$ cat src/sv/dsa_pkg.sv
package dsa_pkg;

   // Pool size and derived widths
   localparam int SLOT_COUNT = 4096;
   localparam int IDX_W      = $clog2(SLOT_COUNT);
   localparam int CNT_W      = IDX_W + 1;
   localparam int SLOT_W     = 12;
   localparam int REL_W      = 16;

   // Request operation codes
   localparam logic OP_ALLOCATE = 1'b0;
   localparam logic OP_RELEASE  = 1'b1;

   typedef enum logic [2:0] {
      ST_FROM_LIST   = 3'd0,
      ST_FRESH       = 3'd1,
      ST_EXISTING    = 3'd2,
      ST_FULL        = 3'd3,
      ST_NO_RESOURCE = 3'd4,
      ST_RELEASED    = 3'd5,
      ST_IGNORED     = 3'd6,
      ST_OVERFLOW    = 3'd7
   } status_type;

   // Registered result, in the cycle after the request transfer
   typedef struct packed {
      logic              valid;
      logic [SLOT_W-1:0] slot;
      status_type        status;
   } rsp_type;

   // Fit a pool index onto the slot port: truncate or zero extend
   function automatic logic [SLOT_W-1:0] to_slot(input logic [IDX_W-1:0] idx);
      logic [IDX_W+SLOT_W-1:0] wide;
      wide = {{SLOT_W{1'b0}}, idx};
      return wide[SLOT_W-1:0];
   endfunction

endpackage

$ cat src/sv/dsa_ctrl.sv
module dsa_ctrl (
   input  logic                          clock,
   input  logic                          reset,
   input  logic                          start,
   output logic                          busy,
   input  logic                          req_operation,
   input  logic                          req_has_resource,
   input  logic                          req_has_existing,
   input  logic [dsa_pkg::SLOT_W-1:0]    req_existing_index,
   input  logic [dsa_pkg::REL_W-1:0]     req_release_index,
   output logic                          ram_wr_en,
   output logic [dsa_pkg::IDX_W-1:0]     ram_wr_addr,
   output logic [dsa_pkg::IDX_W-1:0]     ram_wr_data,
   output logic                          ram_rd_en,
   output logic [dsa_pkg::IDX_W-1:0]     ram_rd_addr,
   output dsa_pkg::rsp_type              rsp
);

   localparam logic [dsa_pkg::CNT_W-1:0] CountFull = dsa_pkg::CNT_W'(dsa_pkg::SLOT_COUNT);
   localparam logic [dsa_pkg::IDX_W-1:0] LastPos   = dsa_pkg::IDX_W'(dsa_pkg::SLOT_COUNT - 1);
   localparam logic [dsa_pkg::REL_W:0]   RelLimit  = (dsa_pkg::REL_W + 1)'(dsa_pkg::SLOT_COUNT);

   logic                        busy_ff;
   logic [dsa_pkg::CNT_W-1:0]   fresh_count_ff, fresh_count_in;
   logic [dsa_pkg::IDX_W-1:0]   free_head_ff, free_head_in;
   logic [dsa_pkg::IDX_W-1:0]   free_tail_ff, free_tail_in;
   logic [dsa_pkg::CNT_W-1:0]   free_count_ff, free_count_in;
   dsa_pkg::rsp_type            rsp_ff, rsp_in;
   logic                        accept;
   logic                        push;
   logic                        pop;
   logic                        rel_in_range;

   assign accept       = start && !busy_ff;
   assign rel_in_range = {1'b0, req_release_index} < RelLimit;

   // Decide the request outcome and the next pointer values
   always_comb begin
      push           = 1'b0;
      pop            = 1'b0;
      fresh_count_in = fresh_count_ff;
      free_head_in   = free_head_ff;
      free_tail_in   = free_tail_ff;
      free_count_in  = free_count_ff;
      rsp_in.valid   = accept;
      rsp_in.slot    = '0;
      rsp_in.status  = dsa_pkg::ST_NO_RESOURCE;
      if (accept) begin
         if (req_operation == dsa_pkg::OP_RELEASE) begin
            priority if (!rel_in_range) begin
               rsp_in.status = dsa_pkg::ST_IGNORED;
            end else if (free_count_ff == CountFull) begin
               rsp_in.status = dsa_pkg::ST_OVERFLOW;
            end else begin
               push          = 1'b1;
               free_tail_in  = (free_tail_ff == LastPos) ? '0 : free_tail_ff + 1'b1;
               free_count_in = free_count_ff + 1'b1;
               rsp_in.status = dsa_pkg::ST_RELEASED;
            end
         end else begin
            priority if (!req_has_resource) begin
               rsp_in.status = dsa_pkg::ST_NO_RESOURCE;
            end else if (req_has_existing) begin
               rsp_in.slot   = req_existing_index;
               rsp_in.status = dsa_pkg::ST_EXISTING;
            end else if (free_count_ff != '0) begin
               // slot comes from the RAM read in the next cycle
               pop           = 1'b1;
               free_head_in  = (free_head_ff == LastPos) ? '0 : free_head_ff + 1'b1;
               free_count_in = free_count_ff - 1'b1;
               rsp_in.status = dsa_pkg::ST_FROM_LIST;
            end else if (fresh_count_ff < CountFull) begin
               fresh_count_in = fresh_count_ff + 1'b1;
               rsp_in.slot    = dsa_pkg::to_slot(fresh_count_ff[dsa_pkg::IDX_W-1:0]);
               rsp_in.status  = dsa_pkg::ST_FRESH;
            end else begin
               rsp_in.status = dsa_pkg::ST_FULL;
            end
         end
      end
   end

   // Hold pointers and counters; register the result
   always_ff @(posedge clock) begin
      if (reset) begin
         busy_ff        <= 1'b1;
         fresh_count_ff <= '0;
         free_head_ff   <= '0;
         free_tail_ff   <= '0;
         free_count_ff  <= '0;
         rsp_ff.valid   <= 1'b0;
      end else begin
         busy_ff        <= 1'b0;
         fresh_count_ff <= fresh_count_in;
         free_head_ff   <= free_head_in;
         free_tail_ff   <= free_tail_in;
         free_count_ff  <= free_count_in;
         rsp_ff.valid   <= rsp_in.valid;
      end
      rsp_ff.slot   <= rsp_in.slot;
      rsp_ff.status <= rsp_in.status;
   end

   assign busy        = busy_ff;
   assign ram_wr_en   = push;
   assign ram_wr_addr = free_tail_ff;
   assign ram_wr_data = req_release_index[dsa_pkg::IDX_W-1:0];
   assign ram_rd_en   = pop;
   assign ram_rd_addr = free_head_ff;
   assign rsp         = rsp_ff;

   // Checks
   a_count_bound: assert property (@(posedge clock) disable iff (reset)
      free_count_ff <= CountFull)
      else $error("free list count beyond pool size");

   a_fresh_bound: assert property (@(posedge clock) disable iff (reset)
      fresh_count_ff <= CountFull)
      else $error("fresh counter beyond pool size");

   a_pop_nonempty: assert property (@(posedge clock) disable iff (reset)
      pop |-> free_count_ff != '0)
      else $error("pop from empty free list");

   a_empty_aligned: assert property (@(posedge clock) disable iff (reset)
      free_count_ff == '0 |-> free_head_ff == free_tail_ff)
      else $error("empty free list with head and tail apart");

   a_one_result: assert property (@(posedge clock) disable iff (reset)
      accept |=> rsp_ff.valid)
      else $error("accepted request without result");

endmodule

$ cat config.mk
export PLATFORM = sky130hd
export DESIGN_NAME = dsa_ctrl
export DESIGN_NICKNAME = d
export VERILOG_FILES = /design/src/sv/dsa_pkg.sv /design/src/sv/dsa_ctrl.sv
export SDC_FILE = /design/constraint.sdc
export NUM_CORES = 1
export LEC_CHECK = 0
export BUFFER_PORTS_ARGS = -buffer_cell sky130_fd_sc_hd__buf_2
export CORE_ASPECT_RATIO = 2
export CORE_MARGIN = 2
export CORE_UTILIZATION = 53
export CTS_CLUSTER_SIZE = 24
export DETAILED_ROUTE_END_ITERATION = 6
export PLACE_DENSITY = 0.85
export SYNTH_ARGS = -nofsm -noshare
export SYNTH_HDL_FRONTEND = slang
export SYNTH_SLANG_ARGS = --single-unit
$ cat constraint.sdc
create_clock -name clock -period 2.7 [get_ports clock]
set_input_delay 0.54 -clock clock [delete_from_list [all_inputs] [get_ports clock]]
set_output_delay 0.54 -clock clock [all_outputs]
set_load 0.02 [all_outputs]
# Word level (Yosys, flattened, before mapping)
# Index checks and enable logic that the tools add are counted.
[totals]
ff_bits = 67
input_bits = 34
word_cells = 64
[classes]
add_sub_neg = 5
n_lt_le_gt_ge = 2
n_eq_ne = 6
muxes = 27
bitwise = 6
reduce_logical = 10
[op_table]
columns = ["op", "count"]
rows = [
  ["two-way mux 13 bit", 6],
  ["two-way mux 12 bit", 4],
  ["adder 13 x 1 -> 13 bit (second input constant)", 2],
  ["adder 12 x 1 -> 12 bit (second input constant)", 2],
  ["equality test 12 bit (second input constant)", 2],
  ["less-than comparator 16 x 13 -> 1 bit (second input constant)", 1],
  ["two-way mux 15 bit", 1],
  ["equality test 13 bit (second input constant)", 1],
  ["less-than comparator 13 bit (second input constant)", 1],
  ["nonzero test 13 bit", 1],
  ["subtractor 13 x 1 -> 13 bit (second input constant)", 1],
  ["AND reduction 6 bit", 2],
  ["two-way mux 1 bit", 10],
  ["two-way mux 2 bit", 4],
  ["two-way mux 3 bit", 2],
  ["NOT 1 bit", 6],
  ["AND reduction 5 bit", 1],
  ["inequality test 2 bit (second input constant)", 2],
  ["AND reduction 4 bit", 1],
  ["nonzero test 2 bit", 2],
  ["OR reduction 3 bit", 1],
  ["inequality test 2 x 1 -> 1 bit (second input constant)", 1],
  ["logical AND 1 bit", 1],
  ["zero test 1 bit", 1],
]

# Longest topological paths before layout
# Gate-level depths: netlist (run 1).
[logic_depth]
word_depth = 6
mapped_depth = 8
depth_no_buf = 8

# Worst setup path after synthesis (run 1)
# OpenSTA, ideal clock, no wires.
[synth_timing]
path_kind = "input-to-reg"
startpoint = "input req_operation"
endpoint = "register free_count_ff[11] in the netlist's numbering"
t_arrival_ns = 2.418
t_required_ns = 2.642
path_slack_ns = 0.224
cell_stages = 8
cell_sequence = "inv_1 -> ha_1 -> a211oi_1 -> o21ai_1 -> a31o_2 -> a31o_2 -> nor4b_1 -> a211o_1"
[synth_between]
elab_chain_len = 2
word_cells_on_any_way = 7
cone_classes = "eq/ne: 3; mux: 1; reduce/logical: 3"
[synth_lines]
columns = ["item", "line_no", "rtl"]
rows = [
  ["start, declared", "dsa_ctrl.sv:6", "input logic req_operation,"],
  ["inequality test 2 bit (no line), or another cell as far along", "-", ""],
  ["AND reduction 6 bit (no line)", "-", ""],
  ["end signal, assigned", "dsa_ctrl.sv:97", "free_count_ff <= free_count_in;"],
  ["end, declared", "dsa_ctrl.sv:27", "logic [dsa_pkg::CNT_W-1:0] free_count_ff, free_count_in;"],
]
# Several ways; a longest one is shown, not always the timed one.
# A chain may end at the register's enable or synchronous reset.

# Worst setup path after layout (run 1)
[layout_timing]
startpoint = "register free_count_ff[0] in the netlist's numbering"
endpoint = "register free_count_ff[12] in the netlist's numbering"
[layout_between]
elab_chain_len = 5
word_cells_on_any_way = 13
cone_classes = "add/sub: 2; eq/ne: 2; mux: 6; reduce/logical: 3"
[layout_lines]
columns = ["item", "line_no", "rtl"]
rows = [
  ["subtractor 13 x 1 -> 13 bit", "dsa_ctrl.sv:70", "free_count_in = free_count_ff - 1'b1;"],
  ["two-way mux 13 bit", "dsa_ctrl.sv:66", "end else if (free_count_ff != '0) begin"],
  ["two-way mux 13 bit", "dsa_ctrl.sv:63", "end else if (req_has_existing) begin"],
  ["two-way mux 13 bit", "dsa_ctrl.sv:61", "priority if (!req_has_resource) begin"],
  ["two-way mux 13 bit", "dsa_ctrl.sv:49", "if (req_operation == dsa_pkg::OP_RELEASE) begin"],
]
# Several ways; a longest one is shown, not always the timed one. The select of a mux whose other input is x is not followed.

==> impl_metrics.tcl, run 1 <==
set metrics [dict create \
    ys_warn_count 0 \
    grt_pass1_vias 2837 \
    hold_path_class "primary input to register" \
    r2r-start "free_count_ff[0]" \
    synthDistinctLibCells 58 \
    nets 499 \
    slowest_delay_ns 0.44 \
    critPathKind "register to register" \
    die_y_um 117.2 \
    syn_area_um2 3393 \
    seq_area_frac_synth 0.3953 \
    antenna_found_initial 0 \
    cts_tree "done" \
    worstPathRequired_ns 2.92 \
    fin_util 0.6623 \
    synth_area_leaders "dfxtp_1 40%, nor2_1 6.4%, ha_1 5.2%, xor2_1 5.2%, xnor2_1 3.6%" \
    dieArea_um2 7098 \
    rows 41 \
    crit_buf_inv 2 \
    antennaDiodeCount 0 \
    multi_input_area_um2 1856 \
    path_cells "inv_1 -> fa_1 -> nand2b_1 -> a21oi_1 -> o21ai_0 -> buf_4 -> o21ai_1 -> mux2i_1 -> mux2_1" \
    drtIter0Drc 220 \
    synth_top_area_cell "dfxtp_1" \
    ir_worst_vdd_mv 0.3798 \
    clock_path_buffers 2 \
    worst_pin_slew_ns 0.5965 \
    drc 0 \
    ys_async_sr_fraction 0 \
    grt_max_degree 30 \
    cellPowerDensity_nw_per_um2 602.9 \
    crit_start "free_count_ff[0]" \
    avgRoutedWirePerCell_um 15.13 \
    clkLatencyLatePin_ns 0.33 \
    slew_violations 0 \
    finClkSkew_ns 0.003010 \
    wirelength_mm 8.183 \
    cts_hold_buf 0 \
    drt-vias-per-instance 5.645 \
    tns_ns 0 \
    h-tree-depth 3 \
    cts_buffers 9 \
    clkTransAtPathRegs_ns 0.06 \
    max_freq_mhz 403.4 \
    n_fill_cell 522 \
    syn_nets 432 \
    rsz0062_at_grt "no" \
    syn2layout_area_growth_pct 22.16 \
    firstDrtPassIters 5 \
    place_congestion 0.9322 \
    fin_crit_sh 0.9181 \
    synth_most_common_cell "dfxtp_1" \
    drive_gt1_frac 0.2549 \
    vias 3054 \
    holdCritStartpoint "req_existing_index[8]" \
    grt_pass1_wl_mm 12.79 \
    cp-end-kind "register" \
    holdWs_ns 0.4608 \
    status "completed" \
    crit_path_start_kind "register" \
    synth_top_area_frac 0.3953 \
    avgSynthCellArea_um2 8.860 \
    ys_top_cells_by_count "67 x dfxtp_1, 58 x nor2_1, 30 x nand2_1" \
    final_cells 541 \
    dieWidth_um 60.58 \
    layout.area.seq_um2 1341 \
    num_io_pins 89 \
    drv_cap 0 \
    crit_slowest_cell "dfxtp_1" \
    cp_max_fo 4 \
    postSynthCellCount 383 \
    grt_overflow_total 0 \
    cpLargestDelayFamily "multiplexers" \
    hold_viol 0 \
    p_leak_nw 1.849 \
    antenna_left 0 \
    clock_sinks 67 \
    start_util 0.5422 \
    cts_root_buffer "clkbuf_16" \
    synth-seq-cells 67 \
    hpwl_mm 5.931 \
    synth_edf_count 0 \
    place_inst 525 \
    period_needed_ns 2.479 \
    setup_violations 0 \
    postCtsSetupRepairBufs 0 \
    max-slew-margin-rel 0.6023 \
    core_area_um2 6259 \
    synth_flop_cell "dfxtp_1" \
    post_cts_resized 0 \
    io_buffers 64 \
    cp.arrival_ns 2.70 \
    grtUsageTotal 0.2424 \
]
kinds of logic (layout without fill, tap and decap cells):
| kind of cell | count (synthesis) | count (layout) | share of synthesized area |
|---|---|---|---|
| xor gates and xnor gates | 34 | 34 | 0.08776 |
| buffers and inverters | 35 | 107 | 0.05789 |
| muxes | 4 | 4 | 0.01217 |
| and+or+nand+nor | 157 | 157 | 0.2471 |
| DFF | 67 | 67 | 0.3953 |
| AOI/OAI and AO/OA | 71 | 71 | 0.1423 |
| adders and majority gates | 15 | 15 | 0.05752 |
sequential cells by signal, indices dropped and copies added, names as in the netlist:
signal / count
fresh_count_ff: 13
ram_rd_addr: 12
ram_wr_addr: 12
free_count_ff: 13
busy: 1
rsp: 16
layout by cell type (no fill, tap or decap), types with 3 or more instances in the layout:
master,count
nor3_1,9
mux2i_1,3
xnor2_1,14
a21oi_1,18
buf_2,64
nor2_1,58
nand2_1,30
inv_1,8
ha_1,14
clkbuf_16,9
or3_1,3
a21o_1,5
and3_1,10
nand2b_1,4
and2_1,3
a22oi_1,12
a211oi_1,4
buf_4,18
o21ai_0,11
nand3_1,7
a31o_2,3
bufinv_16,3
nand4_1,13
xor2_1,20
o21bai_1,3
dfxtp_1,67
stage by stage:
| step | area (um2) | worst slack [ns] | power, mW |
|---|---|---|---|
| after floorplan | 3393 | 0.2240 | 1.132 |
| after detailed placement | 3794 | 0.02084 | 1.158 |
| final | 4145 | 0.2212 | 2.499 |
| after global placement | 3794 | 0.1128 | 1.154 |
| after CTS | 4145 | 0.2136 | 2.510 |
| after global routing | 4145 | 0.08278 | 2.570 |
path summary, 6_finish.rpt:
path / cells past startpoint / end / slack [ns]
worst max-delay path: 9 / free_count_ff[12] / 0.22
worst min-delay path: 3 / rsp[11] / 0.46
worst max register to register: 9 / free_count_ff[12] / 0.22
worst min register to register: 2 / free_count_ff[6] / 0.50
power breakdown:
group	leakage [nW]	internal, mW	switching (mW)
clock network	0.173	0.928	0.433
logic	1.14	0.0570	0.0814
registers	0.541	0.996	0.00423
final cells by class:
cell class | instances | area share
Timing Repair Buffer | 82 | 0.1099
Multi-Input combinational cell | 281 | 0.4476
Inverter | 9 | 0.008150
Tap cell | 86 | 0.02596
Clock buffer | 10 | 0.05765
Sequential cell | 67 | 0.3236
Clock inverter | 6 | 0.02717
worst register-to-register path: cells and delay by family (launching register included):
family,cells,cell delay (ns)
DFF,1,0.44
AOI/OAI and AO/OA,3,0.51
and+or+nand+nor,1,0.17
muxes,2,0.55
buffers and inverters,2,0.29
adders and majority gates,1,0.41
routing by layer:
metal	vias up	GRT usage	part of all wire
met3	24	0.05824	0.049
li1	1473	-	-
met2	108	0.4401	0.56
met4	0	0.1522	0.042
met5	-	0	0
met1	1449	0.2316	0.35
Power figures use the tool's default switching activity.
==> inputs of run 2 (changes only) <==
--- a/config.mk
+++ b/config.mk
@@ -5,12 +5,13 @@
 export SDC_FILE = /design/constraint.sdc
 export NUM_CORES = 1
 export LEC_CHECK = 0
-export BUFFER_PORTS_ARGS = -buffer_cell sky130_fd_sc_hd__buf_2
+export BUFFER_PORTS_ARGS = -buffer_cell sky130_fd_sc_hd__buf_4
 export CORE_ASPECT_RATIO = 2
 export CORE_MARGIN = 2
 export CORE_UTILIZATION = 53
 export CTS_CLUSTER_SIZE = 24
 export DETAILED_ROUTE_END_ITERATION = 6
+export MAX_ROUTING_LAYER = met4
 export PLACE_DENSITY = 0.85
 export SYNTH_ARGS = -nofsm -noshare
 export SYNTH_HDL_FRONTEND = slang
==> run 2 against run 1 <==
Clock skew up 0.0020 ns. Clock power fell by 21%. Cell count fell by 0.37%. Sequential cell count unchanged. Routed wire length down 0.77%. Combinational power rose by 7%. Register-to-register slack improved by 0.04 ns. Sequential power barely moved.
==> impl_metrics.tcl, run 2 (synthesis gave the netlist of run 1 again) <==
set metrics [dict create \
    status "completed" \
    setup_ws_ns 0.2347 \
    grt_pass1_wl_mm 13.01 \
    holdCritStartpoint "req_existing_index[1]" \
    cts_hold_buf 0 \
    drtIter0Drc 251 \
    wirelength_mm 8.120 \
    place_congestion 0.9206 \
    drv_cap 0 \
    cp_max_fo 7 \
    clock_sinks 67 \
    clkTransAtPathRegs_ns 0.06 \
    critPathKind "register to output pin" \
    rows 41 \
    clkLatencyLatePin_ns 0.34 \
    fin_util 0.6737 \
    cts_buffers 9 \
    antenna_found_initial 0 \
    period_needed_ns 2.465 \
    h-tree-depth 3 \
    avgRoutedWirePerCell_um 15.06 \
    final_cells 539 \
    syn2layout_area_growth_pct 24.26 \
    grt_overflow_total 0 \
    crit_slowest_cell "nor4_2" \
    drt-vias-per-instance 5.716 \
    firstDrtPassIters 4 \
    max-slew-margin-rel 0.6035 \
    holdWs_ns 0.4565 \
    post_cts_resized 0 \
    start_util 0.5422 \
    antenna_left 0 \
    cellPowerDensity_nw_per_um2 527.9 \
    slew_violations 0 \
    grtUsageTotal 0.2504 \
    num_io_pins 89 \
    max_freq_mhz 405.6 \
    setup_violations 0 \
    hold_viol 0 \
    drc 0 \
    vias 3081 \
    dieArea_um2 7098 \
    r2r-start "free_count_ff[0]" \
    core_area_um2 6259 \
    tns_ns 0 \
    antennaDiodeCount 0 \
    die_y_um 117.2 \
    grt_max_degree 45 \
    hold_path_class "primary input to register" \
    final_common_cell "buf_4" \
    place_inst 523 \
    worst_pin_slew_ns 0.5948 \
    p_leak_nw 1.818 \
    largest_register_ffs 16 \
    slowest_delay_ns 0.44 \
    clock_path_buffers 2 \
    postCtsSetupRepairBufs 0 \
    dp_slack_ns 0.06329 \
    fin_crit_sh 0.9131 \
    nets 497 \
    crit_start "free_count_ff[6]" \
    cp-end-kind "output pin" \
    layout_common_cells "80 x buf_4, 67 x dfxtp_1, 58 x nor2_1, 30 x nand2_1, 20 x xor2_1" \
    hpwl_mm 5.901 \
    path_cells "nor4_2 -> nand4b_2 -> nand2_1 -> inv_1 -> buf_4" \
    crit_path_start_kind "register" \
    rsz0062_at_grt "no" \
    cp.arrival_ns 1.93 \
    worstPathRequired_ns 2.16 \
    io_buffers 64 \
    dieWidth_um 60.58 \
    ir_worst_vdd_mv 0.3708 \
    cts_root_buffer "clkbuf_16" \
    grt_pass1_vias 3000 \
    cts_tree "done" \
    drive_gt1_frac 0.2517 \
    finClkSkew_ns 0.005036 \
]
[run 2: area by class of cell]
cell class	instances	area [um2]
fillers	519	2042
multi-input cells	281	1856
flip-flops and latches	67	1341
repair buffers	80	600.6
clock buffers	10	239.0
well taps	86	107.6
clock inverters	6	38.79
inverters	9	33.78
[run 2: per-stage QoR]
step	power, mW	area [um2]
2_1_floorplan	1.132	3393
3_3_place_gp	1.163	3939
3_5_place_dp	1.166	3939
4_1_cts	2.246	4217
5_1_grt	2.297	4217
6_report	2.226	4217
[run 2: routing by layer]
layer | global-route usage | vias up | routed length, um
li1 | - | 1464 | -
met2 | 0.4330 | 125 | 4449
met1 | 0.2375 | 1454 | 2926
met5 | - | - | 0
met4 | 0.1667 | 0 | 386
met3 | 0.05495 | 38 | 358
[run 2: worst paths after layout]
kind                        to  slack, ns  depth (start not counted)
min reg2reg   free_count_ff[8]       0.50                          2
min                     rsp[4]       0.46                          3
max                  ram_rd_en       0.23                          5
max reg2reg  free_count_ff[12]       0.26                          9
[run 2: critical path: cells and delay by family, from the launching register on]
kind          cells  cell delay, ns
simple gates      3            0.93
buf+inv           2            0.30
flops             1            0.35
[run 2: where the power goes]
group	internal [mW]	total, mW	switching, mW
logic	0.0659	0.147	0.0807
clock network	0.643	1.08	0.436
registers	0.996	1.00	0.00419
total	1.70	2.23	0.521
==> inputs of run 3 (changes only) <==
--- a/config.mk
+++ b/config.mk
@@ -8,11 +8,12 @@
 export BUFFER_PORTS_ARGS = -buffer_cell sky130_fd_sc_hd__buf_4
 export CORE_ASPECT_RATIO = 2
 export CORE_MARGIN = 2
-export CORE_UTILIZATION = 53
+export CORE_UTILIZATION = 35
 export CTS_CLUSTER_SIZE = 24
 export DETAILED_ROUTE_END_ITERATION = 6
 export MAX_ROUTING_LAYER = met4
-export PLACE_DENSITY = 0.85
+export PLACE_DENSITY = 0.62
+export SETUP_SLACK_MARGIN = 0.3
 export SYNTH_ARGS = -nofsm -noshare
 export SYNTH_HDL_FRONTEND = slang
 export SYNTH_SLANG_ARGS = --single-unit
==> constraint.sdc (replaced) <==
create_clock -name clock -period 3.2 [get_ports clock]
set_input_delay 0.64 -clock clock [delete_from_list [all_inputs] [get_ports clock]]
set_output_delay 0.64 -clock clock [all_outputs]
set_load 0.02 [all_outputs]
==> run 3 against run 2 <==
Core utilization shrank 23 points. Power fell by 11%. Critical path depth grew 1. Sequential share of layout area is 0.31 points higher. First-iteration DRC count decreased by 57%. Non-clock buffer count is 13 lower.
==> impl_metrics.tcl, run 3 (synthesis gave the netlist of run 1 again) <==
set metrics [dict create \
    status "completed" \
    cellPowerDensity_nw_per_um2 475.2 \
    vias 2881 \
    worstRegToRegCells 8 \
    cp-end-kind "output pin" \
    drc 0 \
    p_switching_mw 0.4462 \
    fin_crit_sh 0.8320 \
    finalPower_mw 1.984 \
    multi_input_area_um2 1856 \
    die_y_um 143.3 \
    p_sw_frac 0.2249 \
    grt_pass1_wl_mm 12.99 \
    dieWidth_um 73.63 \
    internal_power_mw 1.538 \
    antenna_left 0 \
    avgRoutedWirePerCell_um 14.77 \
    cts_hold_buf 0 \
    critPathMostFrequentCell "buf_4" \
    sequentialPowerShare 0.425 \
    layout.area.seq_um2 1341 \
    slowest_delay_ns 0.56 \
    worst_pin_slew_ns 0.7690 \
    rsz0062_at_grt "no" \
    cp_max_fo 14 \
    whs_path_depth 2 \
    cts_tree "done" \
    cp.arrival_ns 2.02 \
    wirelength_mm 8.036 \
    cpLargestDelayFamily "simple AND/OR/NAND/NOR gates" \
    crit_slowest_cell "or4_4" \
    drv_cap 0 \
    clock_sinks 67 \
    antennaDiodeCount 0 \
    hold_path_class "register to register" \
    layout_common_cells "67 x dfxtp_1, 67 x buf_4, 58 x nor2_1, 30 x nand2_1, 20 x xor2_1" \
    firstDrtPassIters 4 \
    ir_worst_vdd_mv 0.3165 \
    dieArea_um2 10550 \
    clock_path_buffers 2 \
    grt_pass1_vias 2770 \
    postCtsSetupRepairBufs 0 \
    hold_viol 0 \
    largest_register_ffs 16 \
    period_needed_ns 2.662 \
    power_frac_comb 0.059 \
    design_area_um2 4175 \
    tns_ns 0 \
    path_cells "buf_4 -> or4_4 -> nor3_4 -> nand2_2 -> inv_2 -> buf_4" \
    finClkSkew_ns 0.008514 \
    dp_slack_ns 0.3467 \
    drtIter0Drc 107 \
    clkLatencyLatePin_ns 0.33 \
    setup_ws_ns 0.5378 \
    cts_root_buffer "clkbuf_16" \
    max-slew-margin-rel 0.4874 \
    n_fill_cell 943 \
    num_io_pins 89 \
    post_cts_resized 0 \
    drt-vias-per-instance 5.296 \
    clkPwrFrac 0.516 \
    rows 50 \
    p_leak_nw 1.769 \
    drive_gt1_frac 0.2295 \
    core_area_um2 9384 \
    h-tree-depth 3 \
    syn2layout_area_growth_pct 23.05 \
    critPathKind "primary input to output pin" \
    crit_path_start_kind "primary input" \
    cts_buffers 9 \
    crit_buf_inv 3 \
    place_area_um2 3864 \
    nets 484 \
    max_freq_mhz 375.6 \
    grt_max_degree 45 \
    grt_overflow_total 0 \
    start_util 0.3616 \
    place_congestion 0.8723 \
    clkTransAtPathRegs_ns 0.05 \
    slew_violations 0 \
    grtUsageTotal 0.1634 \
    hpwl_mm 5.879 \
    io_buffers 64 \
    antenna_found_initial 0 \
    setup_violations 0 \
    worstPathRequired_ns 2.56 \
    cp.depth 6 \
]
==> run 3: area by class of cell <==
class | count | area share
clock inverter | 5 | 0.01408
clock buffer | 11 | 0.06053
tap | 104 | 0.03117
inverter | 9 | 0.008091
sequential | 67 | 0.3212
timing repair buffer | 67 | 0.1205
multi-input combinational | 281 | 0.4444
==> run 3: per-stage QoR <==
step | instances | utilization | hold WS [ns]
after floorplan | 383 | - | 0.4586
after global placement | 528 | 0.4117 | 0.4838
after detailed placement | 528 | 0.4117 | 0.4873
after CTS | 544 | 0.4449 | 0.4946
after global routing | 544 | 0.4449 | 0.5143
final | 544 | 0.4449 | 0.4929
==> run 3: tightest hold or removal path: stages, from the launching register on <==
cell,delay (ns)
dfxtp_1,0.33
nand2_1,0.06
a21oi_1,0.05
==> run 3: power groups by stage <==
stage	sequential (mW)	combinational [mW]	clock, mW
CTS	0.843	0.118	1.04
detailed placement	0.862	0.118	0
global route	0.843	0.130	1.08
global placement	0.862	0.116	0
finish	0.843	0.118	1.02
floorplan	0.866	0.0886	0
==> run 3: final timing paths <==
| check | start | slack (ns) | to |
|---|---|---|---|
| worst max-delay path | req_release_index[14] | 0.54 | ram_wr_en |
| worst min-delay path | free_count_ff[7] | 0.49 | free_count_ff[7] |
| worst max register to register | free_count_ff[0] | 0.71 | free_count_ff[12] |
| worst min register to register | free_count_ff[7] | 0.49 | free_count_ff[7] |
==> run 3: routing by layer <==
| layer | track usage | vias to the layer above | routed length [um] |
|---|---|---|---|
| met1 | 0.1643 | 1361 | 3189 |
| li1 | - | 1440 | - |
| met2 | 0.2890 | 64 | 4308 |
| met4 | 0.08900 | 0 | 221 |
| met3 | 0.02823 | 16 | 316 |
| met5 | - | - | 0 |
